<file path="config.mk">
export PLATFORM = sky130hd
export DESIGN_NAME = lru_key_value_cache_top_flat
export DESIGN_NICKNAME = d
export VERILOG_FILES = /design/src/rtl/lrukv_pkg.sv /design/src/rtl/lrukv_if.sv /design/src/rtl/lrukv_ctrl.sv /design/src/rtl/lrukv_dp.sv /design/src/rtl/lru_key_value_cache_top.sv /design/src/flat_wrapper.sv
export SDC_FILE = /design/constraint.sdc
export NUM_CORES = 2
export LEC_CHECK = 0
export BUFFER_PORTS_ARGS = -buffer_cell sky130_fd_sc_hd__buf_2
export CORE_ASPECT_RATIO = 1.5
export CORE_MARGIN = 8
export CORE_UTILIZATION = 30
export CTS_CLUSTER_DIAMETER = 60
export DETAILED_ROUTE_END_ITERATION = 16
export GPL_ROUTABILITY_DRIVEN = 1
export GPL_TIMING_DRIVEN = 0
export MAX_ROUTING_LAYER = met4
export SLEW_MARGIN = 20
export SYNTH_ARGS = -nofsm -noshare
export SYNTH_HDL_FRONTEND = slang
export SYNTH_SLANG_ARGS = --single-unit
</file>
<file path="constraint.sdc">
create_clock -name clock -period 7.6 [get_ports clock]
set_clock_uncertainty 0.2 [all_clocks]
set_input_delay 0.38 -clock clock [delete_from_list [all_inputs] [get_ports clock]]
set_output_delay 0.38 -clock clock [all_outputs]
set_load 0.01 [all_outputs]
</file>
<file path="src/rtl/lrukv_pkg.sv">
`default_nettype none
package lrukv_pkg;
   localparam int MaxEntriesDefault = 16;
   localparam int KeyWidth = 32;
   localparam int ValueWidth = 32;
   localparam int CapWidth = 5;
   localparam logic [CapWidth-1:0] CapReset = 5'd16;
   localparam logic OP_GET = 1'b0;
   localparam logic OP_PUT = 1'b1;
   localparam logic [ValueWidth-1:0] MissValue = '1;

   typedef struct packed {
      logic lookup;
      logic update;
   } lrukv_cmd_type;

   typedef struct packed {
      logic hit;
   } lrukv_stat_type;
endpackage
`default_nettype wire

</file>
<file path="src/rtl/lrukv_if.sv">
`default_nettype none
interface lrukv_req_if;
   logic valid;
   logic ready;
   logic operation;
   logic [31:0] key;
   logic [31:0] write_value;
   modport source (output valid, operation, key, write_value, input ready);
   modport sink (input valid, operation, key, write_value, output ready);
endinterface

interface lrukv_rsp_if;
   logic valid;
   logic ready;
   logic found;
   logic [31:0] read_value;
   modport source (output valid, found, read_value, input ready);
   modport sink (input valid, found, read_value, output ready);
endinterface
`default_nettype wire

</file>
<file path="src/rtl/lrukv_ctrl.sv">
`default_nettype none
module lrukv_ctrl
   import lrukv_pkg::*;
(
   input  wire logic          clock,
   input  wire logic          reset,
   input  wire logic          req_valid,
   output logic               req_ready,
   output logic               rsp_valid,
   input  wire logic          rsp_ready,
   output lrukv_cmd_type      cmd
);
   typedef enum logic [0:0] {S_IDLE, S_UPDATE} state_type;
   state_type state_ff, state_in;
   logic rsp_valid_ff, rsp_valid_in;

   // lookup: capture beat; update: commit state and load result register
   // hold the update while the result register is still offered
   always_comb begin
      state_in = state_ff;
      rsp_valid_in = rsp_valid_ff;
      cmd.lookup = 1'b0;
      cmd.update = 1'b0;
      if (rsp_valid_ff && rsp_ready) rsp_valid_in = 1'b0;
      unique case (state_ff)
         S_IDLE: begin
            if (req_valid) begin
               cmd.lookup = 1'b1;
               state_in = S_UPDATE;
            end
         end
         S_UPDATE: begin
            if (!rsp_valid_ff || rsp_ready) begin
               cmd.update = 1'b1;
               rsp_valid_in = 1'b1;
               state_in = S_IDLE;
            end
         end
         default: state_in = S_IDLE;
      endcase
   end

   assign req_ready = (state_ff == S_IDLE);
   assign rsp_valid = rsp_valid_ff;

   always_ff @(posedge clock) begin
      if (reset) begin
         state_ff <= S_IDLE;
         rsp_valid_ff <= 1'b0;
      end else begin
         state_ff <= state_in;
         rsp_valid_ff <= rsp_valid_in;
      end
   end
endmodule
`default_nettype wire

</file>
<file path="src/rtl/lrukv_dp.sv">
`default_nettype none
module lrukv_dp
   import lrukv_pkg::*;
#(
   parameter int MAX_ENTRIES = MaxEntriesDefault
) (
   input  wire logic                  clock,
   input  wire logic                  reset,
   input  wire logic [CapWidth-1:0]   capacity,
   input  lrukv_cmd_type              cmd,
   input  wire logic                  operation,
   input  wire logic [KeyWidth-1:0]   key,
   input  wire logic [ValueWidth-1:0] write_value,
   output logic                       found,
   output logic [ValueWidth-1:0]      read_value,
   output lrukv_stat_type             stat
);
   localparam int IdxW = (MAX_ENTRIES > 1) ? $clog2(MAX_ENTRIES) : 1;
   localparam int CntW = $clog2(MAX_ENTRIES + 1);
   localparam int CW = (CntW > CapWidth) ? CntW : CapWidth;

   logic [KeyWidth-1:0]   keys_ff [MAX_ENTRIES];
   logic [ValueWidth-1:0] vals_ff [MAX_ENTRIES];
   logic [MAX_ENTRIES-1:0] valid_ff;
   logic [IdxW-1:0]       rank_ff [MAX_ENTRIES];
   logic [CntW-1:0]       count_ff;

   logic                  op_ff;
   logic [KeyWidth-1:0]   key_ff;
   logic [ValueWidth-1:0] wval_ff;
   logic                  hit_ff;
   logic [IdxW-1:0]       hidx_ff;
   logic [ValueWidth-1:0] hval_ff;
   logic [IdxW-1:0]       hrank_ff;
   logic                  full_ff;
   logic [IdxW-1:0]       victim_ff;
   logic                  vany_ff;
   logic [IdxW-1:0]       free_ff;

   logic                  hit_in;
   logic [IdxW-1:0]       hidx_in;
   logic                  vany_in;
   logic [IdxW-1:0]       victim_in;
   logic                  fany_in;
   logic [IdxW-1:0]       free_in;
   logic [CW-1:0]         effcap;

   // parallel match; victim is the entry whose rank is count-1
   always_comb begin
      hit_in = 1'b0;
      hidx_in = '0;
      vany_in = 1'b0;
      victim_in = '0;
      fany_in = 1'b0;
      free_in = '0;
      for (int i = MAX_ENTRIES - 1; i >= 0; i--) begin
         if (valid_ff[i] && keys_ff[i] == key) begin
            hit_in = 1'b1;
            hidx_in = IdxW'(i);
         end
         if (valid_ff[i] && CntW'(rank_ff[i]) == count_ff - CntW'(1)) begin
            vany_in = 1'b1;
            victim_in = IdxW'(i);
         end
         if (!valid_ff[i]) begin
            fany_in = 1'b1;
            free_in = IdxW'(i);
         end
      end
      effcap = CW'(capacity);
      if (effcap == '0) effcap = CW'(1);
      if (effcap > CW'(MAX_ENTRIES)) effcap = CW'(MAX_ENTRIES);
   end

   always_ff @(posedge clock) begin
      if (cmd.lookup) begin
         op_ff <= operation;
         key_ff <= key;
         wval_ff <= write_value;
         hit_ff <= hit_in;
         hidx_ff <= hidx_in;
         hval_ff <= vals_ff[hidx_in];
         hrank_ff <= rank_ff[hidx_in];
         full_ff <= CW'(count_ff) >= effcap;
         vany_ff <= vany_in;
         victim_ff <= victim_in;
         free_ff <= fany_in ? free_in : victim_in;
      end
   end

   logic evict;
   logic [IdxW-1:0] slot;
   logic [CntW-1:0] count_in;
   logic [MAX_ENTRIES-1:0] valid_in;
   assign evict = full_ff && vany_ff;
   // when full and evicting, lowest free slot may be the victim itself
   always_comb begin
      slot = free_ff;
      if (evict) begin
         slot = victim_ff;
         for (int i = MAX_ENTRIES - 1; i >= 0; i--) begin
            if (!valid_ff[i] || IdxW'(i) == victim_ff) slot = IdxW'(i);
         end
      end
      count_in = count_ff;
      if (!evict && !(count_ff == CntW'(MAX_ENTRIES))) count_in = count_ff + CntW'(1);
      valid_in = valid_ff;
      if (evict) valid_in[victim_ff] = 1'b0;
      valid_in[slot] = 1'b1;
   end

   always_ff @(posedge clock) begin
      if (reset) begin
         valid_ff <= '0;
         count_ff <= '0;
         for (int i = 0; i < MAX_ENTRIES; i++) rank_ff[i] <= '0;
      end else if (cmd.update) begin
         if (hit_ff) begin
            for (int i = 0; i < MAX_ENTRIES; i++) begin
               if (IdxW'(i) == hidx_ff) rank_ff[i] <= '0;
               else if (valid_ff[i] && rank_ff[i] < hrank_ff)
                  rank_ff[i] <= rank_ff[i] + IdxW'(1);
            end
            if (op_ff == OP_PUT) vals_ff[hidx_ff] <= wval_ff;
         end else if (op_ff == OP_PUT) begin
            if (evict || count_ff != CntW'(MAX_ENTRIES)) begin
               for (int i = 0; i < MAX_ENTRIES; i++) begin
                  if (IdxW'(i) == slot) rank_ff[i] <= '0;
                  else if (valid_ff[i] && !(evict && IdxW'(i) == victim_ff))
                     rank_ff[i] <= rank_ff[i] + IdxW'(1);
               end
               keys_ff[slot] <= key_ff;
               vals_ff[slot] <= wval_ff;
               valid_ff <= valid_in;
               count_ff <= count_in;
            end
         end
      end
   end

   always_ff @(posedge clock) begin
      if (cmd.update) begin
         found <= hit_ff;
         if (op_ff == OP_PUT) read_value <= '0;
         else if (hit_ff) read_value <= hval_ff;
         else read_value <= MissValue;
      end
   end

   assign stat.hit = hit_ff;
endmodule
`default_nettype wire

</file>
<file path="src/rtl/lru_key_value_cache_top.sv">
// Request flow: a lookup state captures the beat, then an update state loads the
// response register; a new request is taken only once back in idle, and a held
// response stalls the update and with it the next request.
// Reset: synchronous, clears valid bits, ranks, occupancy; capacity to 16.
`default_nettype none
module lru_key_value_cache_top
   import lrukv_pkg::*;
#(
   parameter int MAX_ENTRIES = MaxEntriesDefault
) (
   input  wire logic                clock,
   input  wire logic                reset,
   lrukv_req_if.sink                req,
   lrukv_rsp_if.source              rsp,
   input  wire logic                csr_write_enable,
   input  wire logic [CapWidth-1:0] csr_write_data
);
   logic [CapWidth-1:0] capacity_ff;
   lrukv_cmd_type cmd;
   lrukv_stat_type stat;

   always_ff @(posedge clock) begin
      if (reset) capacity_ff <= CapReset;
      else if (csr_write_enable) capacity_ff <= csr_write_data;
   end

   lrukv_ctrl u_ctrl (
      .clock(clock), .reset(reset),
      .req_valid(req.valid), .req_ready(req.ready),
      .rsp_valid(rsp.valid), .rsp_ready(rsp.ready),
      .cmd(cmd)
   );

   lrukv_dp #(.MAX_ENTRIES(MAX_ENTRIES)) u_dp (
      .clock(clock), .reset(reset), .capacity(capacity_ff), .cmd(cmd),
      .operation(req.operation), .key(req.key), .write_value(req.write_value),
      .found(rsp.found), .read_value(rsp.read_value), .stat(stat)
   );

`ifndef SYNTHESIS
   a_update_gated: assert property (@(posedge clock) disable iff (reset)
      cmd.update |-> !(rsp.valid && !rsp.ready)) else $error("update over held response");
   a_update_then_resp: assert property (@(posedge clock) disable iff (reset)
      cmd.update |=> rsp.valid) else $error("update not followed by response");
   a_rsp_stable: assert property (@(posedge clock) disable iff (reset)
      rsp.valid && !rsp.ready |=> rsp.valid && $stable(rsp.found)
      && $stable(rsp.read_value)) else $error("response changed while held");
   a_hit_found: assert property (@(posedge clock) disable iff (reset)
      cmd.update |=> rsp.found == $past(stat.hit)) else $error("found mismatch");
`endif
endmodule
`default_nettype wire

</file>
<file path="src/flat_wrapper.sv">
// flat-port wrapper written by rule: the top's interface ports become plain ports
module lru_key_value_cache_top_flat import lrukv_pkg::*;
#(
   parameter int MAX_ENTRIES = MaxEntriesDefault
)
  (clock, reset, csr_write_enable, csr_write_data, req_valid, req_operation, req_key, req_write_value, req_ready, rsp_valid, rsp_found, rsp_read_value, rsp_ready);
  lrukv_req_if req_i ();
  lrukv_rsp_if rsp_i ();
  input  wire logic clock;
  input  wire logic reset;
  input  wire logic csr_write_enable;
  input  wire logic [CapWidth-1:0] csr_write_data;
  input wire logic [$bits(req_i.valid)-1:0] req_valid;
  input wire logic [$bits(req_i.operation)-1:0] req_operation;
  input wire logic [$bits(req_i.key)-1:0] req_key;
  input wire logic [$bits(req_i.write_value)-1:0] req_write_value;
  output wire logic [$bits(req_i.ready)-1:0] req_ready;
  output wire logic [$bits(rsp_i.valid)-1:0] rsp_valid;
  output wire logic [$bits(rsp_i.found)-1:0] rsp_found;
  output wire logic [$bits(rsp_i.read_value)-1:0] rsp_read_value;
  input wire logic [$bits(rsp_i.ready)-1:0] rsp_ready;
  assign req_i.valid = req_valid;
  assign req_i.operation = req_operation;
  assign req_i.key = req_key;
  assign req_i.write_value = req_write_value;
  assign req_ready = req_i.ready;
  assign rsp_valid = rsp_i.valid;
  assign rsp_found = rsp_i.found;
  assign rsp_read_value = rsp_i.read_value;
  assign rsp_i.ready = rsp_ready;
  lru_key_value_cache_top #(.MAX_ENTRIES(MAX_ENTRIES)) u_core (.clock(clock), .reset(reset), .req(req_i), .rsp(rsp_i), .csr_write_enable(csr_write_enable), .csr_write_data(csr_write_data));
endmodule
</file>
[Word level (Yosys, flattened, before mapping)]
Memories as Yosys holds them, arrays and structs flattened. A register that Yosys moved wholly into a read port is not among the register bits.
Index checks and enable logic that the tools add are counted.
Word-level totals
  register bits after elaboration: 141
  bits in writable memories: 1088
  input port bits: 75
  output and inout bits: 35
  logic and storage cells: 951
  memories: 3
Operators by class
  add/subtract/negate cells: 18
  $lt $le $gt $ge: 22
  eq/ne operators: 79
  muxes and demuxes: 597
  bitwise logic cells: 69
  reductions and logical operators: 147
Memories
  u_core.u_dp.keys_ff: words 16, bits a word 32, rd ports 16, clocked after Yosys merged registers in 0, wr ports 1, RTL line lrukv_dp.sv:22  | logic [KeyWidth-1:0] keys_ff [MAX_ENTRIES];
  u_core.u_dp.vals_ff: words 16, bits a word 32, rd ports 1, clocked after Yosys merged registers in 1, wr ports 1, RTL line lrukv_dp.sv:23  | logic [ValueWidth-1:0] vals_ff [MAX_ENTRIES];
  u_core.u_dp.rank_ff: words 16, bits a word 4, rd ports 17, clocked after Yosys merged registers in 1, wr ports 16, RTL line lrukv_dp.sv:25  | logic [IdxW-1:0] rank_ff [MAX_ENTRIES];
Operators with widths (number)
  $mux 4: 131
  $eq 32x32->1: 16
  $mux 1: 458
  $eq 4x4->1 const A: 24
  $logic_and 1x1->1: 85
  $eq 4x5->1: 16
  $add 4x1->4 const B: 16
  $lt 4x4->1: 16
  $mux 32: 2
  $or 1x1->1: 64
  $eq 3x4->1 const A: 12
  $logic_not 1->1: 35
  $reduce_or 32->1: 1
  $reduce_or 15->1: 2
  $eq 2x4->1 const A: 6
  $logic_or 1x1->1: 18
  $and 16x16->16: 1
  $mux 16: 1
  $not 16->16: 1
  $or 16x16->16: 1
  $eq 1x4->1 const A: 3
  $logic_not 4->1: 3
  $lt 4x5->1 const B: 2
  $mux 5: 2
  other kinds (13): 16

[Depth between registers and ports, before layout]
  word-level depth: 29
  mapped depth: 17
  gate-level depth less buffers: 13

[By module]
From an unflattened synthesis, not the netlist that was laid out.
Second synthesis, totals
  cell total of the unflattened synthesis: 4070
  area, all modules: 56479.2 sq um
By module, submodules not included
  lrukv_dp: instances 1, cells each 4045, area each 56207.7 sq um, sequential area each 37566.0 sq um
  lru_key_value_cache_top: instances 1, cells each 16, area each 183.9 sq um, sequential area each 100.1 sq um
  lrukv_ctrl: instances 1, cells each 9, area each 87.6 sq um, sequential area each 40.0 sq um

[Worst setup path before layout]
No wires, ideal clock.
  path type: reg2reg
  start point: register u_core.u_ctrl.state_ff
  end point: register u_core.u_dp.free_ff[0] (enable)
  library setup time: 606 ps
  arrival time: 5460 ps
  required time: 6794 ps
  setup slack: 1334 ps
  stages on the path, launching flop included: 2
  buffers on the path: 0
  period minus slack after synthesis: 6266 ps
  path through: dfxtp_1 > nor2b_1
RTL lines
  from (decl): RTL line lrukv_ctrl.sv:14  | state_type state_ff, state_in;
  from (signal assigned): RTL line lrukv_ctrl.sv:51  | state_ff <= state_in;
  to (signal assigned): RTL line lrukv_dp.sv:87  | free_ff <= fany_in ? free_in : victim_in;
  to (decl): RTL line lrukv_dp.sv:38  | logic [IdxW-1:0] free_ff;

[Worst setup path after layout]
  start point: register u_core.u_dp.count_ff[0]
  end point: register u_core.u_dp.free_ff[0] (data pin)
On the way
  word-level cells in the longest chain between the ends: 20
  elaborated cells between the ends (all ways): 50
  those cells by class: add/sub (1); eq/ne (16); mux (17); reduce/logical (16)
RTL lines
  from (decl): RTL line lrukv_dp.sv:26  | logic [CntW-1:0] count_ff;
  from (signal assigned): RTL line lrukv_dp.sv:135  | count_ff <= count_in;
  $sub 5x1->5 *: RTL line lrukv_dp.sv:61  | if (valid_ff[i] && CntW'(rank_ff[i]) == count_ff - CntW'(1)) begin
  $eq 4x5->1: RTL line lrukv_dp.sv:61
  $logic_and 1x1->1: RTL line lrukv_dp.sv:61
  $mux 4 (15 in a row): RTL line lrukv_dp.sv:61
  $mux 4 *: RTL line lrukv_dp.sv:61
  $mux 4 *: RTL line lrukv_dp.sv:87
Mark *: on every way between the ends. The rest lies on a longest branch, timed or not.
A chain may end at the register's enable or synchronous reset.

==> out/metrics.cfg <==
[power_and_ir_drop]
swShare_pct=23.7
p_int_mw=11.8
power.density_nw_per_um2=223
netSwitchingPower_mw=3.66
p_total_mw=15.4
p_leak_nw=23.3
vdd_drop_max_mv=0.193
pwr-share-seq_pct=51.3
clockPowerShare_pct=43.4
pwr-share-comb_pct=5.4

[routing]
vias=41314
viasPerCell=5.53
final_antenna_net_count=0
wire_per_inst_um=28.7
dr.first_iter.drc_count=4567
route.detailed.drc=0
drtPass1Iterations=6
routed_wl_um=214000

[cts]
cts_sinks=1265
postCtsSetupRepairBufs=0
cts_buffers=136
cts_resized=0
path_clk_slew_ns=0.06
clockBufferDepth=3
cts_tree=done
hold_buffers=78
cts_root_buf=clkbuf_16
htreeDepth=4
clock_latency_ns=0.81

[synth]
synthCells=4368
synthArstFlopShare_pct=0
synth-edff-count=1237
synthDistinctLibCells=78
yosysWarnings=0
seq_area_frac_synth_pct=64.2
synthTopCellsByArea=edfxtp_1 (63%), xor2_1 (6.1%), xnor2_1 (3.0%), nor4_1 (2.1%), mux2i_1 (2.0%)
synth_fp_nets=4514
synth.area.mux_share_pct=2.15
syn-cell-area_um2=58800
synth_xor_area_share_pct=9.24
yosysMostFrequentCell=edfxtp_1
ys_ff_latch=1265
synth_ff_type=edfxtp_1
synthAdderAreaFrac_pct=1.51
synth-compound-area-share_pct=8.97
synth_top_family_by_area=simple AND/OR/NAND/NOR gates
synth_common_cells=edfxtp_1 (1237), xor2_1 (410), nand2_1 (241)
yosysTopAreaCellShare_pct=63.2
yosys.area.top_type=edfxtp_1
avgSynthCellArea_um2=13.5
yosys.area_share.simple_pct=11.1

[grt]
gr-usage-met2_pct=34.3
grt_usage_pct=20.2
grt_use_met3_pct=3.42
grt_pass1_vias=41452
use_met1_pct=21.6
grt_pass1_wl_um=299000
antenna_found_initial=5
grt_overflow=0
grt_max_degree=37
busiest_layer=met2

[sta]
min_period_ns=6.44
tns_ns=0
hold_viol=0
setup_viol=0
timing.final.crit_share_pct=84.8
rsz0062_at_grt=false
whs_ns=0.0849
slew_headroom_pct=12.1
clock.fmax_mhz=155
setup_slack_ns=1.16
slew_viol_final=0
worst_pin_slew_ns=1.32

[critical_path]
cpMaxStageDelayCell=buf_1
critPathMaxFanout=10
path_cells=clkbuf_1 -> buf_1 -> inv_1 -> ha_1 -> clkbuf_1 -> clkbuf_1 -> xor2_1 -> nand3_1 -> nor4_1 -> a21oi_1 -> o21ai_0 -> a21oi_1 -> nor2_1 -> o21ai_0 -> a21oi_1 -> nor3_1 -> o41ai_1
cp.arrival_ns=6.83
startpoint_type=register
max_stage_delay_ns=0.81
path_delay_family=buffers and inverters
crit_type=reg2reg
critical_path_buf_inv_count=5
cp_data_required_time_ns=7.99
setup.worst_path.end_class=register

[placed_design]
hpwl_um=153000
dp_slack_ns=1.21
place.gp.congestion=0.977
port_buffers=107

[floorplanning]
core_area_um2=195000
initial_utilization_pct=30.1
core.rowCount=199
die_w_um=377
io_pins=110
die_y_um=558
die_area_um2=211000

[job]
maxCapViolations=0

[finish]
utilization_pct=35.4
area_growth_pct=17.8
nets=4899
drive_gt1_share_pct=11.6

[hold_path]
hp-class=in2reg

[run_status]
status=finished clean

-- final cells by class --
type / count / area, um2
timing repair buffer: 247 / 2550
antenna: 6 / 15.0
multi-input combinational: 2758 / 19600
buffer: 278 / 1440
sequential: 1265 / 37700
tap: 2613 / 3270
clock buffer: 166 / 3550
inverter: 67 / 251
clock inverter: 76 / 893
fill: 18792 / 126000
-- registers in the layout (all words and copies together), names as in the netlist --
register and count:
u_core.u_dp.free_ff 4, u_core.capacity_ff 5, u_core.u_dp.hidx_ff 4, u_core.u_ctrl.rsp_valid 1, u_core.u_dp.wval_ff 32, u_core.u_dp.rank_ff 64
u_core.u_dp.hrank_ff 4, u_core.u_dp.vany_ff 1, u_core.u_dp.stat 1, u_core.u_dp.key_ff 32, u_core.u_dp.read_value 32, u_core.u_dp.victim_ff 4
u_core.u_dp.found 1, u_core.u_dp.count_ff 5, u_core.u_dp.full_ff 1, u_core.u_dp.keys_ff 512, u_core.u_ctrl.state_ff 1, u_core.u_dp.valid_ff 16
u_core.u_dp.hval_ff 32, u_core.u_dp.vals_ff 512, u_core.u_dp.op_ff 1
-- metal layers --
| layer | wire length, um | vias up |
|---|---|---|
| li1 | - | 17632 |
| met1 | 75200 | 20701 |
| met2 | 106000 | 2245 |
| met3 | 15400 | 736 |
| met4 | 18100 | 0 |
| met5 | 0 | - |
-- layout by cell type, fill, tap and decap left out, types with 65 or more instances in the layout --
cell	instances
nor4_1	193
nand2_1	241
xnor2_1	201
clkbuf_16	137
nor2_1	120
ha_1	71
a22o_1	82
and3_1	97
buf_2	180
nand3_1	203
o211ai_1	73
nand4_1	103
edfxtp_1	1237
o21ai_0	65
xor2_1	410
nor3_1	84
a21oi_1	121
mux2i_1	117
clkbuf_1	165
dlygate4sd3_1	78
a22oi_1	65
-- kinds of logic after synthesis --
| family | count (synthesis) |
|---|---|
| AND/OR/NAND/NOR | 1231 |
| adder cells (fa/ha/maj) | 71 |
| multiplexers | 125 |
| XOR/XNOR | 615 |
| buffers and inverters | 345 |
| flip-flops | 1265 |
| AO/OA/AOI/OAI | 716 |
-- stage by stage --
stage | instances | area [um2]
2_1_floorplan | 4368 | 58800
3_3_place_gp | 7088 | 62600
3_5_place_dp | 7149 | 64000
4_1_cts | 7469 | 69200
5_1_grt | 7472 | 69200
6_report | 7476 | 69200
-- worst paths after layout --
kind	slack (ns)	endpoint	startpoint	cells after the start
max reg2reg	1.16	u_core.u_dp.free_ff[0]	u_core.u_dp.count_ff[0]	17
min	0.08	u_core.u_dp.wval_ff[23]	req_write_value[23]	2
max	1.16	u_core.u_dp.free_ff[0]	u_core.u_dp.count_ff[0]	17
min reg2reg	0.30	u_core.u_ctrl.rsp_valid	u_core.u_ctrl.rsp_valid	2
-- power by group through the flow --
stage / Combinational, mW / Sequential (mW) / Clock [mW]
final: 0.827 / 7.92 / 6.70
after global routing: 0.867 / 7.92 / 7.01
after CTS: 0.818 / 7.92 / 6.77
after detailed placement: 0.781 / 8.06 / 0
after global placement: 0.654 / 8.14 / 0
after floorplan: 0.397 / 7.99 / 0
-- worst reg2reg max path: cells and delay by family, from the launching register on --
| family | cells | cell delay, ns |
|---|---|---|
| fa+ha+maj | 1 | 0.34 |
| simple gates | 4 | 1.02 |
| xor+xnor | 1 | 0.21 |
| flops | 1 | 0.36 |
| compound gates | 6 | 1.02 |
| buf+inv | 5 | 3.10 |
Power figures use the tool's default switching activity.
